--- src/rtl/rdcs_pkg.sv ---
`default_nettype none

package rdcs_pkg;

    localparam int unsigned TIME_BITS = 32;
    localparam int unsigned CFG_INDEX_BITS = 3;

    localparam logic [TIME_BITS-1:0] POLL_GAP_MS = TIME_BITS'(1000);

    typedef logic [TIME_BITS-1:0] t_time;

    typedef enum logic [1:0] {
        PH_IDLE    = 2'd0,
        PH_WAITREG = 2'd1,
        PH_WINDOW  = 2'd2
    } t_phase;

    typedef enum logic [2:0] {
        OP_TICK  = 3'd0,
        OP_FORCE = 3'd1,
        OP_WAKE  = 3'd2,
        OP_SLEEP = 3'd3,
        OP_IDLE  = 3'd4
    } t_op;

    typedef enum logic [CFG_INDEX_BITS-1:0] {
        CFG_ENABLE   = 3'd0,
        CFG_COOLDOWN = 3'd1,
        CFG_INTERVAL = 3'd2,
        CFG_REG_TO   = 3'd3,
        CFG_WINDOW   = 3'd4
    } t_cfg_index;

    localparam logic [1:0] CMD_NONE = 2'd0;
    localparam logic [1:0] CMD_ON   = 2'd1;
    localparam logic [1:0] CMD_OFF  = 2'd2;

    localparam logic [1:0] OPEN_NONE     = 2'd0;
    localparam logic [1:0] OPEN_URGENT   = 2'd1;
    localparam logic [1:0] OPEN_PERIODIC = 2'd2;
    localparam logic [1:0] OPEN_BACKLOG  = 2'd3;

    localparam logic [1:0] CLOSE_NONE    = 2'd0;
    localparam logic [1:0] CLOSE_REG_TO  = 2'd1;
    localparam logic [1:0] CLOSE_ELAPSED = 2'd2;
    localparam logic [1:0] CLOSE_SLEEP   = 2'd3;

    localparam logic signed [3:0] REG_HOME    = 4'sd1;
    localparam logic signed [3:0] REG_ROAMING = 4'sd5;

    localparam logic [31:0] RST_COOLDOWN = 32'd30000;
    localparam logic [31:0] RST_INTERVAL = 32'd600000;
    localparam logic [31:0] RST_REG_TO   = 32'd30000;
    localparam logic [31:0] RST_WINDOW   = 32'd60000;

    typedef struct packed {
        logic        enable;
        logic [31:0] cooldown_ms;
        logic [31:0] wake_interval_ms;
        logic [31:0] reg_timeout_ms;
        logic [31:0] window_ms;
    } t_cfg;

    typedef struct packed {
        t_phase phase;
        logic   awake;
        logic   urgent;
        t_time  phase_since;
        t_time  last_close;
        t_time  last_periodic;
        t_time  last_poll;
    } t_state;

    typedef struct packed {
        logic [2:0]        op;
        logic [31:0]       now_ms;
        logic              backlog;
        logic signed [3:0] reg_status;
    } t_item;

    typedef struct packed {
        logic [1:0] radio_cmd;
        logic       reg_poll;
        logic [1:0] phase;
        logic       radio_up;
        logic [1:0] open_reason;
        logic [1:0] close_reason;
    } t_result;

endpackage

`default_nettype wire

--- src/rtl/rdcs_if.sv ---
`default_nettype none

interface rdcs_in_if;
    logic              valid;
    logic              ready;
    logic [2:0]        op;
    logic [31:0]       now_ms;
    logic              backlog;
    logic signed [3:0] reg_status;

    modport source (output valid, output op, output now_ms, output backlog,
                    output reg_status, input ready);
    modport sink (input valid, input op, input now_ms, input backlog,
                  input reg_status, output ready);
endinterface

interface rdcs_out_if;
    logic       valid;
    logic       ready;
    logic [1:0] radio_cmd;
    logic       reg_poll;
    logic [1:0] phase;
    logic       radio_up;
    logic [1:0] open_reason;
    logic [1:0] close_reason;

    modport source (output valid, output radio_cmd, output reg_poll, output phase,
                    output radio_up, output open_reason, output close_reason,
                    input ready);
    modport sink (input valid, input radio_cmd, input reg_poll, input phase,
                  input radio_up, input open_reason, input close_reason,
                  output ready);
endinterface

interface rdcs_cfg_if;
    logic        valid;
    logic        ready;
    logic [2:0]  index;
    logic [31:0] data;

    modport source (output valid, output index, output data, input ready);
    modport sink (input valid, input index, input data, output ready);
endinterface

`default_nettype wire

--- src/rtl/rdcs_step.sv ---
`default_nettype none

module rdcs_step (
    input  wire rdcs_pkg::t_cfg   i_cfg,
    input  wire rdcs_pkg::t_state i_state,
    input  wire rdcs_pkg::t_item  i_item,
    output rdcs_pkg::t_state  o_state,
    output rdcs_pkg::t_result o_result
);

    rdcs_pkg::t_time now;
    logic            cool;
    logic            due;
    logic            poll_due;
    logic            reg_ok;
    logic            reg_to;
    logic            win_done;

    assign now      = rdcs_pkg::TIME_BITS'(i_item.now_ms);
    assign cool     = rdcs_pkg::t_time'(now - i_state.last_close) >= i_cfg.cooldown_ms;
    assign due      = rdcs_pkg::t_time'(now - i_state.last_periodic)
                      >= i_cfg.wake_interval_ms;
    assign poll_due = rdcs_pkg::t_time'(now - i_state.last_poll) >= rdcs_pkg::POLL_GAP_MS;
    assign reg_ok   = (i_item.reg_status == rdcs_pkg::REG_HOME)
                   || (i_item.reg_status == rdcs_pkg::REG_ROAMING);
    assign reg_to   = rdcs_pkg::t_time'(now - i_state.phase_since) >= i_cfg.reg_timeout_ms;
    assign win_done = rdcs_pkg::t_time'(now - i_state.phase_since) >= i_cfg.window_ms;

    always_comb begin
        o_state                 = i_state;
        o_result.radio_cmd      = rdcs_pkg::CMD_NONE;
        o_result.reg_poll       = 1'b0;
        o_result.open_reason    = rdcs_pkg::OPEN_NONE;
        o_result.close_reason   = rdcs_pkg::CLOSE_NONE;

        case (i_item.op)
            rdcs_pkg::OP_FORCE: begin
                o_state.urgent = 1'b1;
            end
            rdcs_pkg::OP_WAKE: begin
                if (i_cfg.enable && !i_state.awake) begin
                    o_state.awake  = 1'b1;
                    o_state.urgent = 1'b0;
                end
            end
            rdcs_pkg::OP_SLEEP: begin
                if (i_cfg.enable) begin
                    o_state.awake         = 1'b0;
                    o_state.last_close    = now;
                    o_result.close_reason = rdcs_pkg::CLOSE_SLEEP;
                end
            end
            rdcs_pkg::OP_IDLE: begin
                if (i_cfg.enable) begin
                    o_result.radio_cmd    = rdcs_pkg::CMD_OFF;
                    o_state.awake         = 1'b0;
                    o_state.phase         = rdcs_pkg::PH_IDLE;
                    o_state.last_close    = now;
                    o_result.close_reason = rdcs_pkg::CLOSE_SLEEP;
                end
            end
            rdcs_pkg::OP_TICK: begin
                if (i_cfg.enable) begin
                    case (i_state.phase)
                        rdcs_pkg::PH_IDLE: begin
                            if (!i_state.awake && (i_state.urgent || cool)
                                && (i_state.urgent || due || i_item.backlog)) begin
                                o_result.radio_cmd = rdcs_pkg::CMD_ON;
                                if (i_state.urgent) begin
                                    o_result.open_reason = rdcs_pkg::OPEN_URGENT;
                                end else if (due) begin
                                    o_result.open_reason = rdcs_pkg::OPEN_PERIODIC;
                                end else begin
                                    o_result.open_reason = rdcs_pkg::OPEN_BACKLOG;
                                end
                                o_state.awake = 1'b1;
                                if (due) begin
                                    o_state.last_periodic = now;
                                end
                                o_state.phase       = rdcs_pkg::PH_WAITREG;
                                o_state.phase_since = now;
                            end
                        end
                        rdcs_pkg::PH_WAITREG: begin
                            if (poll_due) begin
                                o_state.last_poll = now;
                                o_result.reg_poll = 1'b1;
                            end
                            if (poll_due && reg_ok) begin
                                o_state.urgent      = 1'b0;
                                o_state.phase       = rdcs_pkg::PH_WINDOW;
                                o_state.phase_since = now;
                            end else if (reg_to) begin
                                o_state.urgent        = 1'b0;
                                o_result.radio_cmd    = rdcs_pkg::CMD_OFF;
                                o_state.awake         = 1'b0;
                                o_state.phase         = rdcs_pkg::PH_IDLE;
                                o_state.last_close    = now;
                                o_result.close_reason = rdcs_pkg::CLOSE_REG_TO;
                            end
                        end
                        rdcs_pkg::PH_WINDOW: begin
                            if (win_done) begin
                                o_result.radio_cmd    = rdcs_pkg::CMD_OFF;
                                o_state.awake         = 1'b0;
                                o_state.phase         = rdcs_pkg::PH_IDLE;
                                o_state.last_close    = now;
                                o_result.close_reason = rdcs_pkg::CLOSE_ELAPSED;
                            end
                        end
                        default: begin
                        end
                    endcase
                end
            end
            default: begin
            end
        endcase

        o_result.phase    = o_state.phase;
        o_result.radio_up = o_state.awake;
    end

endmodule

`default_nettype wire

--- src/rtl/radio_duty_cycle_scheduler.sv ---
// Channel   Dir  Handshake        Payload
// i_req     in   valid / ready    op, now_ms, backlog, reg_status
// o_rsp     out  valid / ready    radio_cmd, reg_poll, phase, radio_up, open_reason,
//                                 close_reason
// i_cfg     in   valid / ready    index, data (register write, always ready)
//
// A request is held in the input register at acceptance, and its result passes through the
// event logic into the output register once the output register is free to advance.
// A new request is accepted every cycle while the result side keeps up.
// A stalled result holds in the output register; the input register still takes one more.
// Synchronous active-low reset restores the power-on registers and schedule state.

`default_nettype none

module radio_duty_cycle_scheduler (
    input  wire              i_clk,
    input  wire              i_rst_n,
    rdcs_in_if.sink          i_req,
    rdcs_out_if.source       o_rsp,
    rdcs_cfg_if.sink         i_cfg
);

    rdcs_pkg::t_cfg    r_cfg;
    rdcs_pkg::t_state  r_state;
    rdcs_pkg::t_state  n_state;
    rdcs_pkg::t_item   r_in;
    logic              r_in_valid;
    rdcs_pkg::t_result r_out;
    rdcs_pkg::t_result n_out;
    logic              r_out_valid;
    logic              advance;
    logic              in_accept;

    assign advance     = !r_out_valid || o_rsp.ready;
    assign i_req.ready = !r_in_valid || advance;
    assign in_accept   = i_req.valid && i_req.ready;
    assign i_cfg.ready = 1'b1;

    rdcs_step u_step (
        .i_cfg    (r_cfg),
        .i_state  (r_state),
        .i_item   (r_in),
        .o_state  (n_state),
        .o_result (n_out)
    );

    always_ff @(posedge i_clk) begin
        if (!i_rst_n) begin
            r_cfg.enable           <= 1'b1;
            r_cfg.cooldown_ms      <= rdcs_pkg::RST_COOLDOWN;
            r_cfg.wake_interval_ms <= rdcs_pkg::RST_INTERVAL;
            r_cfg.reg_timeout_ms   <= rdcs_pkg::RST_REG_TO;
            r_cfg.window_ms        <= rdcs_pkg::RST_WINDOW;
        end else if (i_cfg.valid) begin
            case (i_cfg.index)
                rdcs_pkg::CFG_ENABLE:   r_cfg.enable           <= i_cfg.data[0];
                rdcs_pkg::CFG_COOLDOWN: r_cfg.cooldown_ms      <= i_cfg.data;
                rdcs_pkg::CFG_INTERVAL: r_cfg.wake_interval_ms <= i_cfg.data;
                rdcs_pkg::CFG_REG_TO:   r_cfg.reg_timeout_ms   <= i_cfg.data;
                rdcs_pkg::CFG_WINDOW:   r_cfg.window_ms        <= i_cfg.data;
                default: begin
                end
            endcase
        end
    end

    always_ff @(posedge i_clk) begin
        if (!i_rst_n) begin
            r_state.phase         <= rdcs_pkg::PH_IDLE;
            r_state.awake         <= 1'b1;
            r_state.urgent        <= 1'b0;
            r_state.phase_since   <= '0;
            r_state.last_close    <= '0;
            r_state.last_periodic <= '0;
            r_state.last_poll     <= '0;
            r_in_valid            <= 1'b0;
            r_out_valid           <= 1'b0;
        end else begin
            if (in_accept) begin
                r_in_valid <= 1'b1;
            end else if (advance) begin
                r_in_valid <= 1'b0;
            end
            if (advance) begin
                r_out_valid <= r_in_valid;
                if (r_in_valid) begin
                    r_state <= n_state;
                end
            end
        end
    end

    always_ff @(posedge i_clk) begin
        if (in_accept) begin
            r_in.op         <= i_req.op;
            r_in.now_ms     <= i_req.now_ms;
            r_in.backlog    <= i_req.backlog;
            r_in.reg_status <= i_req.reg_status;
        end
        if (advance && r_in_valid) begin
            r_out <= n_out;
        end
    end

    assign o_rsp.valid        = r_out_valid;
    assign o_rsp.radio_cmd    = r_out.radio_cmd;
    assign o_rsp.reg_poll     = r_out.reg_poll;
    assign o_rsp.phase        = r_out.phase;
    assign o_rsp.radio_up     = r_out.radio_up;
    assign o_rsp.open_reason  = r_out.open_reason;
    assign o_rsp.close_reason = r_out.close_reason;

endmodule

`default_nettype wire

--- src/flat_wrapper.sv ---
// flat-port wrapper written by rule: the top's interface ports become plain ports
module radio_duty_cycle_scheduler_flat 
  (i_clk, i_rst_n, i_req_valid, i_req_op, i_req_now_ms, i_req_backlog, i_req_reg_status, i_req_ready, o_rsp_valid, o_rsp_radio_cmd, o_rsp_reg_poll, o_rsp_phase, o_rsp_radio_up, o_rsp_open_reason, o_rsp_close_reason, o_rsp_ready, i_cfg_valid, i_cfg_index, i_cfg_data, i_cfg_ready);
  rdcs_in_if i_req_i ();
  rdcs_out_if o_rsp_i ();
  rdcs_cfg_if i_cfg_i ();
  input  wire i_clk;
  input  wire i_rst_n;
  input wire logic [$bits(i_req_i.valid)-1:0] i_req_valid;
  input wire logic [$bits(i_req_i.op)-1:0] i_req_op;
  input wire logic [$bits(i_req_i.now_ms)-1:0] i_req_now_ms;
  input wire logic [$bits(i_req_i.backlog)-1:0] i_req_backlog;
  input wire logic [$bits(i_req_i.reg_status)-1:0] i_req_reg_status;
  output wire logic [$bits(i_req_i.ready)-1:0] i_req_ready;
  output wire logic [$bits(o_rsp_i.valid)-1:0] o_rsp_valid;
  output wire logic [$bits(o_rsp_i.radio_cmd)-1:0] o_rsp_radio_cmd;
  output wire logic [$bits(o_rsp_i.reg_poll)-1:0] o_rsp_reg_poll;
  output wire logic [$bits(o_rsp_i.phase)-1:0] o_rsp_phase;
  output wire logic [$bits(o_rsp_i.radio_up)-1:0] o_rsp_radio_up;
  output wire logic [$bits(o_rsp_i.open_reason)-1:0] o_rsp_open_reason;
  output wire logic [$bits(o_rsp_i.close_reason)-1:0] o_rsp_close_reason;
  input wire logic [$bits(o_rsp_i.ready)-1:0] o_rsp_ready;
  input wire logic [$bits(i_cfg_i.valid)-1:0] i_cfg_valid;
  input wire logic [$bits(i_cfg_i.index)-1:0] i_cfg_index;
  input wire logic [$bits(i_cfg_i.data)-1:0] i_cfg_data;
  output wire logic [$bits(i_cfg_i.ready)-1:0] i_cfg_ready;
  assign i_req_i.valid = i_req_valid;
  assign i_req_i.op = i_req_op;
  assign i_req_i.now_ms = i_req_now_ms;
  assign i_req_i.backlog = i_req_backlog;
  assign i_req_i.reg_status = i_req_reg_status;
  assign i_req_ready = i_req_i.ready;
  assign o_rsp_valid = o_rsp_i.valid;
  assign o_rsp_radio_cmd = o_rsp_i.radio_cmd;
  assign o_rsp_reg_poll = o_rsp_i.reg_poll;
  assign o_rsp_phase = o_rsp_i.phase;
  assign o_rsp_radio_up = o_rsp_i.radio_up;
  assign o_rsp_open_reason = o_rsp_i.open_reason;
  assign o_rsp_close_reason = o_rsp_i.close_reason;
  assign o_rsp_i.ready = o_rsp_ready;
  assign i_cfg_i.valid = i_cfg_valid;
  assign i_cfg_i.index = i_cfg_index;
  assign i_cfg_i.data = i_cfg_data;
  assign i_cfg_ready = i_cfg_i.ready;
  radio_duty_cycle_scheduler u_core (.i_clk(i_clk), .i_rst_n(i_rst_n), .i_req(i_req_i), .o_rsp(o_rsp_i), .i_cfg(i_cfg_i));
endmodule
--- config.mk ---
export PLATFORM = sky130hd
export DESIGN_NAME = radio_duty_cycle_scheduler_flat
export DESIGN_NICKNAME = d
export VERILOG_FILES = /design/src/rtl/rdcs_pkg.sv /design/src/rtl/rdcs_if.sv /design/src/rtl/rdcs_step.sv /design/src/rtl/radio_duty_cycle_scheduler.sv /design/src/flat_wrapper.sv
export SDC_FILE = /design/constraint.sdc
export NUM_CORES = 1
export LEC_CHECK = 0
export BUFFER_PORTS_ARGS = -buffer_cell sky130_fd_sc_hd__clkbuf_2
export CAP_MARGIN = 0
export CORE_MARGIN = 3
export CORE_UTILIZATION = 59
export CTS_BUF_LIST = sky130_fd_sc_hd__clkbuf_4 sky130_fd_sc_hd__clkbuf_8
export DETAILED_ROUTE_END_ITERATION = 10
export GPL_TIMING_DRIVEN = 0
export PLACE_DENSITY = 0.74
export SYNTH_ARGS = -nofsm -noshare
export SYNTH_HDL_FRONTEND = slang
export SYNTH_SLANG_ARGS = --single-unit
--- constraint.sdc ---
create_clock -name i_clk -period 7 [get_ports i_clk]
set_clock_uncertainty 0.2 [all_clocks]
set_input_delay 0.7 -clock i_clk [delete_from_list [all_inputs] [get_ports i_clk]]
set_output_delay 0.7 -clock i_clk [all_outputs]
set_load 0.05 [all_outputs]
Word level (Yosys, flattened, before mapping)
Index checks and enable logic that the tools add are counted.
{"block": "totals", "wordCells": 147, "regBits": 313, "in_bits": 80, "output_inout_bits": 13}
{"block": "classes", "addsub": 4, "eq_ne": 23, "muxes": 49, "bitwise": 4, "n_reduce_logical": 37, "magnitude_cmp": 5}
{"op": "$mux W32", "count": 11}
{"op": "$pmux W32 S2", "count": 3}
{"op": "$mux W132", "count": 1}
{"op": "$ge A32 B32 Y1", "count": 4}
{"op": "$sub A32 B32 Y32", "count": 4}
{"op": "$ge A32 B10 Y1 const B", "count": 1}
{"op": "$reduce_and A7 Y1", "count": 3}
{"op": "$mux W2", "count": 9}
{"op": "$pmux W2 S2", "count": 4}
{"op": "$eq A3 B2 Y1 const B", "count": 4}
{"op": "$mux W1", "count": 12}
{"op": "$mux W3", "count": 4}
{"op": "$ne A3 B3 Y1 const B", "count": 4}
{"op": "$reduce_and A2 Y1", "count": 6}
{"op": "$pmux W3 S3", "count": 1}
{"op": "$reduce_and A9 Y1", "count": 1}
{"op": "$eq A3 B1 Y1 const B", "count": 2}
{"op": "$eq A3 B3 Y1 const B", "count": 2}
{"op": "$logic_and A1 B1 Y1", "count": 6}
{"op": "$logic_not A3 Y1", "count": 2}
{"op": "$logic_or A1 B1 Y1", "count": 6}
{"op": "$ne A2 B1 Y1 const B", "count": 3}
{"op": "$ne A2 B2 Y1 const B", "count": 3}
{"op": "$pmux W2 S3", "count": 1}
{"op": "other kinds (18)", "count": 25}

Logic depth before layout (Yosys ltp)
{"block": "logic_depth", "word_depth": 9, "mapped_depth": 30, "depth_no_buf": 29}

Hierarchy
A second synthesis with hierarchy kept.
{"block": "unflattened", "hier_cells": 2819, "area_unflattened_um2": 23059.6}
{"mod": "rdcs_step", "cells_per_inst": 1710, "n_inst": 1, "area_per_inst_um2": 11768.8, "seq_area_each_um2": 0.0}
{"mod": "radio_duty_cycle_scheduler", "cells_per_inst": 1109, "n_inst": 1, "area_per_inst_um2": 11290.8, "seq_area_each_um2": 6766.5}

Least setup slack after synthesis
OpenSTA, ideal clock, no wires.
{"block": "synth_path", "path_type": "register to register", "start": "reg u_core.r_in[5] (netlist bit)", "end": "reg u_core.r_state[34] (netlist bit)", "path_stages_with_launch": 30, "setup_ps": 116, "required_time_ps": 6684, "slack_ps": 635, "n_path_buf": 1, "period_less_slack_ps": 6365, "arrival_time_ps": 6049, "path_cell_list": "edfxtp_1 -> inv_1 -> ha_1 -> inv_1 -> fa_1 -> a21o_1 -> a21oi_1 -> o21ba_2 -> o41ai_1 -> a2111oi_1 -> o21ai_1 -> a221o_1 -> a41o_1 -> o41a_1 -> a21o_1 -> a21oi_1 -> xnor2_1 -> ha_1 -> nand4_1 -> nor2_1 -> nor4_1 -> nand2_1 -> o311ai_0 -> nor2_1 -> nand4_1 -> inv_1 -> nand3_1 -> buf_2 -> mux2i_1 -> nor2b_1"}
{"block": "synth_via", "elab_chain_cells": 6, "elab_cells_between_ends": 10, "classes_between": "add/sub: 2; order compare: 2; reduce/logical: 6"}
{"item": "start, declared", "line": "radio_duty_cycle_scheduler.sv:26", "source": "rdcs_pkg::t_item r_in;"}
{"item": "$sub A32 B32 Y32 (on tied branches)", "line": "rdcs_step.sv:20, rdcs_step.sv:21"}
{"item": "$ge A32 B32 Y1 (on tied branches)", "line": "rdcs_step.sv:20, rdcs_step.sv:22"}
{"item": "$logic_or A1 B1 Y1 (on tied branches)", "line": "rdcs_step.sv:66, rdcs_step.sv:67"}
{"item": "$logic_and A1 B1 Y1 / $logic_or A1 B1 Y1 (equally long branches)", "line": "rdcs_step.sv:66, rdcs_step.sv:67"}
{"item": "$logic_and A1 B1 Y1", "line": "rdcs_step.sv:67", "source": "&& (i_state.urgent || due || i_item.backlog)) begin"}
{"item": "$reduce_and A7 Y1 (no line) (*)"}
{"item": "end signal, assigned", "line": "radio_duty_cycle_scheduler.sv:87", "source": "r_state <= n_state;"}
{"item": "end, declared", "line": "radio_duty_cycle_scheduler.sv:24", "source": "rdcs_pkg::t_state r_state;"}
Every way passes the cells marked *; elsewhere a longest branch is shown, timed or not.
A chain may end at the register's enable or synchronous reset.

Worst setup path after layout
{"block": "layout_path", "start": "reg u_core.r_in[5] (netlist bit)", "end": "reg u_core.r_state[62] (netlist bit)"}
Same word-level chain as after synthesis.

==> out/metrics.yaml <==
io_buffers: 89
nets: 3057
rows: 68
cts_buffer_depth: 3
ir_worst_vdd_uv: 215
setup_viol: 0
boundaryPins: 93
drc: 0
slew_violations: 0
p_comb_frac: 0.209
dieWidth_um: 196
switching_power_mw: 1.39
start_util: 0.608
grt_start_max_net_pins: 40
clk_latency_ns: 0.66
cts.sinks: 312
maxCapViolCount: 0
synth_cell_types: 84
p_seq_frac: 0.415
yosys_warnings: 0
cp-end-kind: "flop"
required_ns: 7.34
wl_per_cell_um: 18.2
switching_share: 0.300
synth_edf_count: 49
placedCellCount: 3061
cts_tree: "done"
drt_first_pass_iters: 5
drtIter0Drc: 1080
hp-class: "primary input to flop"
crit_path_start_kind: "flop"
cell_internal_pwr_mw: 3.24
critPathMaxStageDelay_ns: 0.40
grt_pass1_vias: 17923
viasPerCell: 5.81
dieArea_sq_um: 38400
final_cell_mix: "nand2_1 (313), inv_1 (296), dfxtp_1 (263), ha_1 (256), a21oi_1 (134)"
drive_above_1_share: 0.0990
layout_min_cycle_time_ns: 6.74
cts_inserted_buffers: 55
die_h_um: 196
vias: 18685
clockPowerShare: 0.376
avgSynthCellArea_sq_um: 8.46
core-area_sq_um: 35100
syn_nets: 2857
async_flop_share: 0
cp_slowest_cell: "edfxtp_1"
ant_nets: 0
clock-root-buffer: "clkbuf_8"
area_growth_syn_to_layout_pct: 13.4
antenna_found_initial: 3
syn_area_sq_um: 21300
synth-seq-area-share: 0.316
path_class: "flop to flop"
stdcell_count: 3215
outcome: "complete, no violations"
power_leakage_nw: 9.88
hold_viol: 0
htree_levels: 2
grt.overflow.total: 0
powerDensity_nw_per_um2: 192
timing.fmax_mhz: 148
path_max_fanout: 6
fin_crit_sh: 0.963
synth-seq-cells: 312
cp.arrival_ns: 7.08
place_congestion: 0.964
fin_util: 0.689
track_usage: 0.297
finalSetupTns_ns: 0
wl_mm: 58.6
final_common_cell: "nand2_1"
relSlewSlack: 0.344
dpl.hpwl_mm: 45.1
tightest_slew_ns: 0.984
grt_pass1_wl_mm: 92.2
synth_cells: 2517
path_clk_slew_ns: 0.06
ys.flop_type: "dfxtp_1"
[registers in the layout, summed over array words and instances (netlist names)]
register	flops
u_core.r_state	132
u_core.r_cfg	129
u_core.r_in	39
u_core.o_rsp.close_reason	2
u_core.o_rsp.open_reason	2
u_core.o_rsp.phase	2
u_core.o_rsp.radio_cmd	2
u_core.o_rsp.radio_up	1
u_core.o_rsp.reg_poll	1
u_core.o_rsp.valid	1
u_core.r_in_valid	1
[power groups by stage]
stage	registers [mW]	clock network (mW)	logic, mW
after floorplan	1.94	0	0.664
after global placement	1.96	0	0.874
after detailed placement	1.96	0	0.903
after CTS	1.92	1.78	0.943
after global routing	1.92	1.86	1.08
final	1.92	1.74	0.968
[final timing paths]
| check | startpoint | endpoint | slack [ns] | cells after the start |
|---|---|---|---|---|
| max | u_core.r_in[5] | u_core.r_state[62] | 0.26 | 30 |
| min | i_req_now_ms[2] | u_core.r_in[7] | 0.06 | 1 |
| min reg2reg | u_core.r_cfg[63] | u_core.r_cfg[63] | 0.26 | 2 |
| max reg2reg | u_core.r_in[5] | u_core.r_state[62] | 0.26 | 30 |
[cell type report]
class / instances / area (sq um)
multi-input cells: 1823 / 13200
fillers: 2925 / 10900
flip-flops and latches: 312 / 6740
inverters: 298 / 1120
clock buffers: 84 / 1020
repair buffers: 143 / 963
well taps: 455 / 569
plain buffers: 84 / 429
clock inverters: 14 / 98.8
diodes: 2 / 5.00
[what timing repair did]
item,4_1_cts,5_1_grt
gates cloned,0,1
hold buffers,38,0
pin swaps,3,12
setup buffers,5,10
endpoints found under the setup margin,105,102
gates resized for setup,19,33
endpoints found under the hold margin,38,0
[synthesized netlist by cell type, types with 4 or more instances]
cell,number,area [sq um]
clkbuf_1,60,225
ha_1,256,3200
and2_1,9,56.3
a221o_1,4,40.0
o21bai_1,15,113
a2111oi_0,5,43.8
nand3_1,35,175
o311ai_0,4,35.0
buf_2,11,55.1
o21ai_0,83,415
a21o_1,86,646
nor4_1,11,68.8
and4_1,5,43.8
a22o_1,36,315
nand2b_1,21,131
o211ai_1,44,330
dfxtp_1,263,5270
nand2_1,313,1170
a21oi_1,137,686
fa_1,4,80.1
buf_1,5,18.8
nor2_1,107,402
or3_1,13,81.3
buf_6,7,78.8
nor2b_1,116,726
a31oi_1,14,87.6
a31o_2,7,61.3
nand4_1,33,206
mux2i_1,98,981
o31a_1,6,52.6
a21boi_0,101,758
a211oi_1,20,150
xnor2_1,74,648
o21a_1,26,195
o31ai_1,9,67.6
edfxtp_1,49,1470
xor2_1,23,201
nor3_1,29,145
and3_1,12,75.1
inv_1,298,1120
[per-layer routing]
metal	share of wire	vias to the layer above	GRT usage
met2	0.46	568	0.487
met3	0.064	121	0.0500
met4	0.035	0	0.117
met5	0	-	0
met1	0.44	8783	0.393
li1	-	9213	-
[metrics by stage]
step	total power, mW	hold WS, ns	setup slack [ns]	area, sq um
after floorplan	2.61	0.243	0.635	21300
after global placement	2.83	0.250	-1.07	22300
after detailed placement	2.86	0.258	-1.05	22300
after CTS	4.64	0.00156	0.00278	23900
after global routing	4.87	0.0176	-0.0814	24100
final	4.63	0.0556	0.258	24200
[critical path: cells and delay by family, from the launching register on]
family / cells / cell delay (ns)
DFF: 1 / 0.40
AOI/OAI and AO/OA: 13 / 2.75
buffers and inverters: 5 / 0.77
muxes: 1 / 0.17
adders and majority gates: 3 / 0.83
xor gates and xnor gates: 1 / 0.09
and+or+nand+nor: 7 / 1.43
[cell families after synthesis]
group / share of synthesized area
AND/OR/NAND/NOR: 0.161
AO/OA/AOI/OAI: 0.212
buffers and inverters: 0.0706
flip-flops: 0.316
adder cells (fa/ha/maj): 0.154
multiplexers: 0.0461
XOR/XNOR: 0.0399
other: 0.000176
No activity file was read; power rests on OpenSTA's default activity.
